==> src/rtl/core/ggac_pkg.sv <==
package ggac_pkg;

  // Field widths of the stream words and the register file.
  localparam int INDEX_BITS    = 12;
  localparam int SAMPLE_BITS   = 12;
  localparam int GAIN_BITS     = 16;
  localparam int REJECT_BITS   = 7;
  localparam int AMP_BITS      = 16;
  localparam int CFG_ADDR_BITS = 4;
  localparam int CFG_DATA_BITS = 16;

  // Product widths: magnitude times overall gain, then times gate gain.
  localparam int PROD1_BITS  = SAMPLE_BITS + GAIN_BITS;
  localparam int PROD2_BITS  = PROD1_BITS + GAIN_BITS;
  localparam int ROUND_SHIFT = 12;
  localparam int SCALED_BITS = PROD2_BITS + 1 - ROUND_SHIFT;

  // Full scale of 100 percent in units of 1/256 percent.
  localparam logic [AMP_BITS-2:0] FULL_SCALE = 15'd25600;
  localparam logic [GAIN_BITS-1:0] UNITY_GAIN = 16'd256;

  // Register indexes on the configuration port.
  localparam logic [CFG_ADDR_BITS-1:0] REG_OVERALL_GAIN = 4'd0;
  localparam logic [CFG_ADDR_BITS-1:0] REG_GATE_A_START = 4'd1;
  localparam logic [CFG_ADDR_BITS-1:0] REG_GATE_A_END   = 4'd2;
  localparam logic [CFG_ADDR_BITS-1:0] REG_GATE_A_GAIN  = 4'd3;
  localparam logic [CFG_ADDR_BITS-1:0] REG_GATE_B_START = 4'd4;
  localparam logic [CFG_ADDR_BITS-1:0] REG_GATE_B_END   = 4'd5;
  localparam logic [CFG_ADDR_BITS-1:0] REG_GATE_B_GAIN  = 4'd6;
  localparam logic [CFG_ADDR_BITS-1:0] REG_REJECT_LEVEL = 4'd7;

  // Which gate supplied the gain.
  typedef enum logic [1:0] {
    HIT_NONE = 2'd0,
    HIT_A    = 2'd1,
    HIT_B    = 2'd2
  } gate_hit_e;

  // Register file contents.
  typedef struct packed {
    logic [GAIN_BITS-1:0]   overall_gain;
    logic [INDEX_BITS-1:0]  gate_a_start;
    logic [INDEX_BITS-1:0]  gate_a_end;
    logic [GAIN_BITS-1:0]   gate_a_gain;
    logic [INDEX_BITS-1:0]  gate_b_start;
    logic [INDEX_BITS-1:0]  gate_b_end;
    logic [GAIN_BITS-1:0]   gate_b_gain;
    logic [REJECT_BITS-1:0] reject_level;
  } cfg_t;

  // Word after gate selection.
  typedef struct packed {
    logic                   neg;
    logic [SAMPLE_BITS-1:0] mag;
    logic [GAIN_BITS-1:0]   gain;
    logic [INDEX_BITS-1:0]  index;
    gate_hit_e              hit;
  } gate_word_t;

  // Word after both multiplications.
  typedef struct packed {
    logic                  neg;
    logic [PROD2_BITS-1:0] prod;
    logic [INDEX_BITS-1:0] index;
    gate_hit_e             hit;
  } prod_word_t;

  // Pipeline control shared by all stages.
  typedef struct packed {
    logic advance;
  } pipe_ctrl_t;

endpackage

==> src/rtl/core/gated_gain_amplitude_clamp.sv <==
// Gated gain and amplitude clamp for ultrasonic A-scan samples. Each input word
// carries a signed converter sample and its index in the scan line; each output
// word carries the amplitude in 1/256 percent (clamped to plus or minus 100
// percent, small magnitudes rejected to zero), the echoed index, and in tuser
// which gate's gain was applied (0 none, 1 gate A, 2 gate B). The block takes
// one word per clock while the output is not stalled; each word passes through
// the gate compare stage, the two registered multiplier stages and the rounding
// and clamp stage. A stall on the output holds the whole pipeline without loss.
// Configuration registers are written through the cfg port, which is always
// ready, and must only change while no word is in flight.
module gated_gain_amplitude_clamp (
  input  logic                                 clk_i,
  input  logic                                 rst_ni,
  // Input stream.
  input  logic                                 s_axis_tvalid,
  output logic                                 s_axis_tready,
  // Bits from low: sample_value[11:0], sample_index[23:12].
  input  logic [23:0]                          s_axis_tdata,
  // Output stream.
  output logic                                 m_axis_tvalid,
  input  logic                                 m_axis_tready,
  // Bits from low: amplitude[15:0], position[27:16], zero fill[31:28].
  output logic [31:0]                          m_axis_tdata,
  // Bits from low: gate_hit[1:0].
  output logic [1:0]                           m_axis_tuser,
  // Configuration writes.
  input  logic                                 cfg_valid_i,
  output logic                                 cfg_ready_o,
  input  logic [ggac_pkg::CFG_ADDR_BITS-1:0]   cfg_addr_i,
  input  logic [ggac_pkg::CFG_DATA_BITS-1:0]   cfg_data_i
);
  import ggac_pkg::*;

  cfg_t                  cfg_q;
  pipe_ctrl_t            ctrl;
  logic                  gate_valid;
  gate_word_t            gate_word;
  logic                  prod_valid;
  prod_word_t            prod_word;
  logic                  out_valid;
  logic [AMP_BITS-1:0]   amplitude;
  logic [INDEX_BITS-1:0] position;
  logic [1:0]            gate_hit;

  // Register file writes; unknown indexes are ignored.
  assign cfg_ready_o = 1'b1;

  always_ff @(posedge clk_i or negedge rst_ni) begin
    if (!rst_ni) begin
      cfg_q.overall_gain <= 16'd200;
      cfg_q.gate_a_start <= '1;
      cfg_q.gate_a_end   <= '0;
      cfg_q.gate_a_gain  <= UNITY_GAIN;
      cfg_q.gate_b_start <= '1;
      cfg_q.gate_b_end   <= '0;
      cfg_q.gate_b_gain  <= UNITY_GAIN;
      cfg_q.reject_level <= '0;
    end else if (cfg_valid_i && cfg_ready_o) begin
      case (cfg_addr_i)
        REG_OVERALL_GAIN: cfg_q.overall_gain <= cfg_data_i[GAIN_BITS-1:0];
        REG_GATE_A_START: cfg_q.gate_a_start <= cfg_data_i[INDEX_BITS-1:0];
        REG_GATE_A_END:   cfg_q.gate_a_end   <= cfg_data_i[INDEX_BITS-1:0];
        REG_GATE_A_GAIN:  cfg_q.gate_a_gain  <= cfg_data_i[GAIN_BITS-1:0];
        REG_GATE_B_START: cfg_q.gate_b_start <= cfg_data_i[INDEX_BITS-1:0];
        REG_GATE_B_END:   cfg_q.gate_b_end   <= cfg_data_i[INDEX_BITS-1:0];
        REG_GATE_B_GAIN:  cfg_q.gate_b_gain  <= cfg_data_i[GAIN_BITS-1:0];
        REG_REJECT_LEVEL: cfg_q.reject_level <= cfg_data_i[REJECT_BITS-1:0];
        default: ;
      endcase
    end
  end

  // The pipeline moves whenever the output word is empty or being taken.
  assign ctrl.advance  = !out_valid || m_axis_tready;
  assign s_axis_tready = ctrl.advance;

  ggac_gate_select u_gate_select (
    .clk_i          (clk_i),
    .rst_ni         (rst_ni),
    .ctrl_i         (ctrl),
    .valid_i        (s_axis_tvalid),
    .sample_value_i (s_axis_tdata[SAMPLE_BITS-1:0]),
    .sample_index_i (s_axis_tdata[SAMPLE_BITS+INDEX_BITS-1:SAMPLE_BITS]),
    .cfg_i          (cfg_q),
    .valid_o        (gate_valid),
    .word_o         (gate_word)
  );

  ggac_gain_mult u_gain_mult (
    .clk_i          (clk_i),
    .rst_ni         (rst_ni),
    .ctrl_i         (ctrl),
    .valid_i        (gate_valid),
    .word_i         (gate_word),
    .overall_gain_i (cfg_q.overall_gain),
    .valid_o        (prod_valid),
    .word_o         (prod_word)
  );

  ggac_clamp u_clamp (
    .clk_i          (clk_i),
    .rst_ni         (rst_ni),
    .ctrl_i         (ctrl),
    .valid_i        (prod_valid),
    .word_i         (prod_word),
    .reject_level_i (cfg_q.reject_level),
    .valid_o        (out_valid),
    .amplitude_o    (amplitude),
    .position_o     (position),
    .gate_hit_o     (gate_hit)
  );

  // Output word packing.
  assign m_axis_tvalid = out_valid;
  assign m_axis_tdata  = {(32 - AMP_BITS - INDEX_BITS)'(0), position, amplitude};
  assign m_axis_tuser  = gate_hit;

endmodule

==> src/rtl/core/ggac_gate_select.sv <==
module ggac_gate_select (
  input  logic                               clk_i,
  input  logic                               rst_ni,
  input  ggac_pkg::pipe_ctrl_t               ctrl_i,
  input  logic                               valid_i,
  input  logic signed [ggac_pkg::SAMPLE_BITS-1:0] sample_value_i,
  input  logic [ggac_pkg::INDEX_BITS-1:0]    sample_index_i,
  input  ggac_pkg::cfg_t                     cfg_i,
  output logic                               valid_o,
  output ggac_pkg::gate_word_t               word_o
);
  import ggac_pkg::*;

  logic       in_a;
  logic       in_b;
  gate_word_t word_d;
  gate_word_t word_q;
  logic       valid_q;

  // Inclusive window tests; a gate with start above end never matches.
  assign in_a = (cfg_i.gate_a_start <= cfg_i.gate_a_end) &&
                (sample_index_i >= cfg_i.gate_a_start) &&
                (sample_index_i <= cfg_i.gate_a_end);
  assign in_b = (cfg_i.gate_b_start <= cfg_i.gate_b_end) &&
                (sample_index_i >= cfg_i.gate_b_start) &&
                (sample_index_i <= cfg_i.gate_b_end);

  // Gate A wins on overlap. The magnitude of the most negative sample fits unsigned.
  always_comb begin
    word_d.neg   = sample_value_i[SAMPLE_BITS-1];
    word_d.mag   = sample_value_i[SAMPLE_BITS-1] ? (~sample_value_i + 1'b1) : sample_value_i;
    word_d.index = sample_index_i;
    if (in_a) begin
      word_d.gain = cfg_i.gate_a_gain;
      word_d.hit  = HIT_A;
    end else if (in_b) begin
      word_d.gain = cfg_i.gate_b_gain;
      word_d.hit  = HIT_B;
    end else begin
      word_d.gain = UNITY_GAIN;
      word_d.hit  = HIT_NONE;
    end
  end

  always_ff @(posedge clk_i or negedge rst_ni) begin
    if (!rst_ni) begin
      valid_q <= 1'b0;
    end else if (ctrl_i.advance) begin
      valid_q <= valid_i;
    end
  end

  always_ff @(posedge clk_i) begin
    if (ctrl_i.advance) begin
      word_q <= word_d;
    end
  end

  assign valid_o = valid_q;
  assign word_o  = word_q;

endmodule

==> src/rtl/core/ggac_gain_mult.sv <==
module ggac_gain_mult (
  input  logic                          clk_i,
  input  logic                          rst_ni,
  input  ggac_pkg::pipe_ctrl_t          ctrl_i,
  input  logic                          valid_i,
  input  ggac_pkg::gate_word_t          word_i,
  input  logic [ggac_pkg::GAIN_BITS-1:0] overall_gain_i,
  output logic                          valid_o,
  output ggac_pkg::prod_word_t          word_o
);
  import ggac_pkg::*;

  // First stage: magnitude times overall gain.
  logic                  s1_valid_q;
  logic                  s1_neg_q;
  logic [PROD1_BITS-1:0] s1_prod_q;
  logic [GAIN_BITS-1:0]  s1_gain_q;
  logic [INDEX_BITS-1:0] s1_index_q;
  gate_hit_e             s1_hit_q;
  logic [PROD1_BITS-1:0] s1_prod_d;

  // Second stage: times the selected gate gain.
  logic                  s2_valid_q;
  prod_word_t            s2_word_q;
  prod_word_t            s2_word_d;

  assign s1_prod_d = PROD1_BITS'(word_i.mag) * PROD1_BITS'(overall_gain_i);

  always_comb begin
    s2_word_d.neg   = s1_neg_q;
    s2_word_d.prod  = PROD2_BITS'(s1_prod_q) * PROD2_BITS'(s1_gain_q);
    s2_word_d.index = s1_index_q;
    s2_word_d.hit   = s1_hit_q;
  end

  always_ff @(posedge clk_i or negedge rst_ni) begin
    if (!rst_ni) begin
      s1_valid_q <= 1'b0;
      s2_valid_q <= 1'b0;
    end else if (ctrl_i.advance) begin
      s1_valid_q <= valid_i;
      s2_valid_q <= s1_valid_q;
    end
  end

  always_ff @(posedge clk_i) begin
    if (ctrl_i.advance) begin
      s1_neg_q   <= word_i.neg;
      s1_prod_q  <= s1_prod_d;
      s1_gain_q  <= word_i.gain;
      s1_index_q <= word_i.index;
      s1_hit_q   <= word_i.hit;
      s2_word_q  <= s2_word_d;
    end
  end

  assign valid_o = s2_valid_q;
  assign word_o  = s2_word_q;

endmodule

==> src/rtl/core/ggac_clamp.sv <==
module ggac_clamp (
  input  logic                             clk_i,
  input  logic                             rst_ni,
  input  ggac_pkg::pipe_ctrl_t             ctrl_i,
  input  logic                             valid_i,
  input  ggac_pkg::prod_word_t             word_i,
  input  logic [ggac_pkg::REJECT_BITS-1:0] reject_level_i,
  output logic                             valid_o,
  output logic signed [ggac_pkg::AMP_BITS-1:0] amplitude_o,
  output logic [ggac_pkg::INDEX_BITS-1:0]  position_o,
  output logic [1:0]                       gate_hit_o
);
  import ggac_pkg::*;

  logic [PROD2_BITS:0]    rounded;
  logic [SCALED_BITS-1:0] scaled;
  logic [AMP_BITS-2:0]    clamped;
  logic [AMP_BITS-2:0]    reject_floor;
  logic [AMP_BITS-2:0]    kept;
  logic [AMP_BITS-1:0]    amp_d;
  logic                   valid_q;
  logic [AMP_BITS-1:0]    amp_q;
  logic [INDEX_BITS-1:0]  position_q;
  gate_hit_e              hit_q;

  // Round to nearest on the magnitude, so ties go away from zero.
  assign rounded = {1'b0, word_i.prod} + ((PROD2_BITS + 1)'(1) << (ROUND_SHIFT - 1));
  assign scaled  = rounded[PROD2_BITS:ROUND_SHIFT];

  // Saturate at full scale, then reject small magnitudes.
  assign clamped      = (scaled > SCALED_BITS'(FULL_SCALE)) ? FULL_SCALE
                                                            : scaled[AMP_BITS-2:0];
  assign reject_floor = {reject_level_i, 8'd0};
  assign kept         = (clamped < reject_floor) ? '0 : clamped;

  // Restore the sample's sign.
  assign amp_d = word_i.neg ? (~{1'b0, kept} + 1'b1) : {1'b0, kept};

  always_ff @(posedge clk_i or negedge rst_ni) begin
    if (!rst_ni) begin
      valid_q <= 1'b0;
    end else if (ctrl_i.advance) begin
      valid_q <= valid_i;
    end
  end

  always_ff @(posedge clk_i) begin
    if (ctrl_i.advance) begin
      amp_q      <= amp_d;
      position_q <= word_i.index;
      hit_q      <= word_i.hit;
    end
  end

  assign valid_o     = valid_q;
  assign amplitude_o = amp_q;
  assign position_o  = position_q;
  assign gate_hit_o  = hit_q;

endmodule

==> config.mk <==
export PLATFORM = sky130hd
export DESIGN_NAME = gated_gain_amplitude_clamp
export DESIGN_NICKNAME = d
export VERILOG_FILES = /design/src/rtl/core/ggac_pkg.sv /design/src/rtl/core/gated_gain_amplitude_clamp.sv /design/src/rtl/core/ggac_gate_select.sv /design/src/rtl/core/ggac_gain_mult.sv /design/src/rtl/core/ggac_clamp.sv
export SDC_FILE = /design/constraint.sdc
export NUM_CORES = 2
export LEC_CHECK = 0
export BUFFER_PORTS_ARGS = -buffer_cell sky130_fd_sc_hd__buf_2
export CAP_MARGIN = 20
export CORE_MARGIN = 5
export CORE_UTILIZATION = 65
export DETAILED_ROUTE_END_ITERATION = 16
export GPL_ROUTABILITY_DRIVEN = 0
export GPL_TIMING_DRIVEN = 0
export PLACE_DENSITY = 0.82
export SYNTH_ARGS = -nofsm -noshare
export SYNTH_HDL_FRONTEND = slang
export SYNTH_HIERARCHICAL = 1
export SYNTH_SLANG_ARGS = --single-unit
==> constraint.sdc <==
create_clock -name clk_i -period 11.6 [get_ports clk_i]
set_clock_uncertainty 0.2 [all_clocks]
set_input_delay 0 -clock clk_i [delete_from_list [all_inputs] [get_ports clk_i]]
set_output_delay 0 -clock clk_i [all_outputs]
set_load 0.02 [all_outputs]
==> metrics.txt <==
yosys warns 6; wire per inst 20.5 um; status finished clean; Post-DP HPWL 64.8 mm; final critical-path required period 8.01 ns; layout cells sized above 1 9.79%; Worst EP required 11.72 ns; antenna violations before repair 2; worst path arrival time 8.13 ns; DRT iter0 DRCs 1,896; RR Startpoint u_gain_mult/s1_gain_q[10]; DRC viols 0; largest net degree at the start of global routing 72; Finish-stage setup viols 0; worst r2r path cells 21; TritonCTS Buffers 30; Detail Route Antenna Nets 0; Slew HR 43.7%; CP max FO 10; FP Rows 83; crit share post-route 69.1%; Critical R2R Capture u_gain_mult/word_o[54]; Final Hold Vio Count 0; max frequency 0.125 GHz; CTS Sinks 287; Worst-Skew Late Latency 0.62 ns; Die Y 238 um; Post-Synthesis Cell Area 33,900 um^2; Reg clk slew, reported paths 0.06 ns; CTS root buffer clkbuf_16; htree depth 1; GRT overflow 0; Hold WC Path Type in -> reg; cell count after synthesis 3,358; vias in the first global route 26,800; Tightest Pin Transition 0.845 ns; Die Wd 238 um; Area Overhead vs Synth 9.01%; Worst Setup End Kind flip-flop; worst setup path end u_gain_mult/word_o[54]; Post-layout nets 4,356; total global-route track usage 31.2%; die area 56,900 um^2; Vias/cell 5.95; first-pass GRT wire length 141 mm; critical path startpoint category flip-flop; routed wire length 87.0 mm; Max Cap Viol 0; Slew Limit Fails 0; vias post-DR 25,300; core footprint 51,500 um^2; final core occ 71.8%; CTS tree built; RSZ-0062 raised after global routing no; Pre-Repair DR Iteration Count 7; I/O Buffers 80; setup slack, reg-to-reg 3.59 ns; IO Count 86; setup bufs post-CTS 0; setup_tns 0 ns; Initial Util 65.9%; maximum root-to-sink buffer count 3; Post-Syn Area per Cell 10.1 um^2; Worst Setup SP u_gain_mult/s1_gain_q[10]; Worst Setup Path Type reg -> reg
==> area by class of cell <==
| type | instances | area [um^2] |
|---|---|---|
| multi-input combinational | 2306 | 22800 |
| fill | 3544 | 14500 |
| sequential | 287 | 8120 |
| inverter | 633 | 2380 |
| timing repair buffer | 149 | 1160 |
| tap | 680 | 851 |
| clock buffer | 41 | 822 |
| buffer | 135 | 646 |
| clock inverter | 15 | 206 |
| antenna | 1 | 2.50 |
==> repair_timing <==
action                                 4_1_cts  5_1_grt
gates resized for setup                      0        0
endpoints found under the hold margin      236        0
hold buffers                                66        0
==> cells in the final DEF, fill, tap and decap left out, types with 8 or more instances in the layout <==
master and n:
ha_1 263, inv_1 632, nor2b_1 14, a21oi_1 90, dlygate4sd3_1 65, nor2_1 71
nand4_1 51, buf_4 11, and3_1 9, buf_2 88, nor4_1 8, o21bai_1 12
nand3_1 37, a211oi_1 9, dfrtp_1 78, xor2_1 34, xnor2_1 60, nor3_1 19
o211ai_1 11, mux2_2 110, mux2i_1 17, clkbuf_16 30, and2_1 247, nand2_1 478
fa_1 502, o21ai_1 14, a21o_1 40, clkbuf_1 112, dfstp_2 29, o21ai_0 43
nand2b_1 19, buf_6 8, edfxtp_1 180, and4_1 10, o21a_1 12
==> worst min path at each step <==
stage / slack (ns) / startpoint / cells past startpoint / to
detailed placement: -0.18 / rst_ni / 1 / cfg_q[67]
finish: 0.04 / cfg_data_i[12] / 3 / cfg_q[99]
floorplan: -0.50 / rst_ni / 0 / cfg_q[0]
global route: 0.03 / s_axis_tdata[22] / 2 / u_gate_select/word_o[12]
CTS: 0.004 / s_axis_tdata[22] / 2 / u_gate_select/word_o[12]
global placement: 0.01 / s_axis_tdata[0] / 1 / u_gate_select/word_o[30]
==> state kept, by name, indices dropped and copies added, names as in the netlist, 2 cells and up <==
signal	flops
u_gain_mult/s1_prod_q	28
u_gain_mult/s1_gain_q	16
u_gain_mult/s1_index_q	12
u_clamp/position_o	12
u_gate_select/word_o	43
u_gain_mult/s1_hit_q	2
u_clamp/amplitude_o	16
cfg_q	103
u_clamp/gate_hit_o	2
u_gain_mult/word_o	48
==> metrics by stage <==
stage | worst slack [ns] | hold WS (ns) | std cells | cell area (um^2)
2_1_floorplan | 5.07 | -0.496 | 3361 | 33900
3_3_place_gp | 3.78 | 0.0119 | 4121 | 35200
3_5_place_dp | 3.77 | -0.182 | 4124 | 35300
4_1_cts | 3.73 | 0.00406 | 4246 | 37000
5_1_grt | 3.37 | 0.0274 | 4247 | 37000
6_report | 3.59 | 0.0357 | 4247 | 37000
==> per-layer routing <==
layer	routed length [um]	track usage (%)	vias to the layer above
met4	6180	17.2	0
li1	-	-	11100
met2	40500	51.1	1442
met1	32200	39.1	12400
met5	0	0	-
met3	8040	6.58	403
==> worst max-delay path: stages (launching register included) <==
cell and delay [ns]:
edfxtp_1 0.32, clkbuf_1 0.59, clkbuf_1 0.67, nand2_1 0.18
fa_1 0.58, inv_1 0.06, fa_1 0.50, fa_1 0.52
fa_1 0.53, fa_1 0.54, inv_1 0.05, fa_1 0.53
inv_1 0.04, ha_1 0.26, clkbuf_1 0.27, nand2_1 0.08
o21ai_0 0.52, nor2_1 0.21, o41a_2 0.53, o21ai_2 0.23
a311oi_2 0.14, xnor2_1 0.15
Power is not shown: default switching activity piles up to over one toggle a cycle in this logic, so the estimate is an artifact.
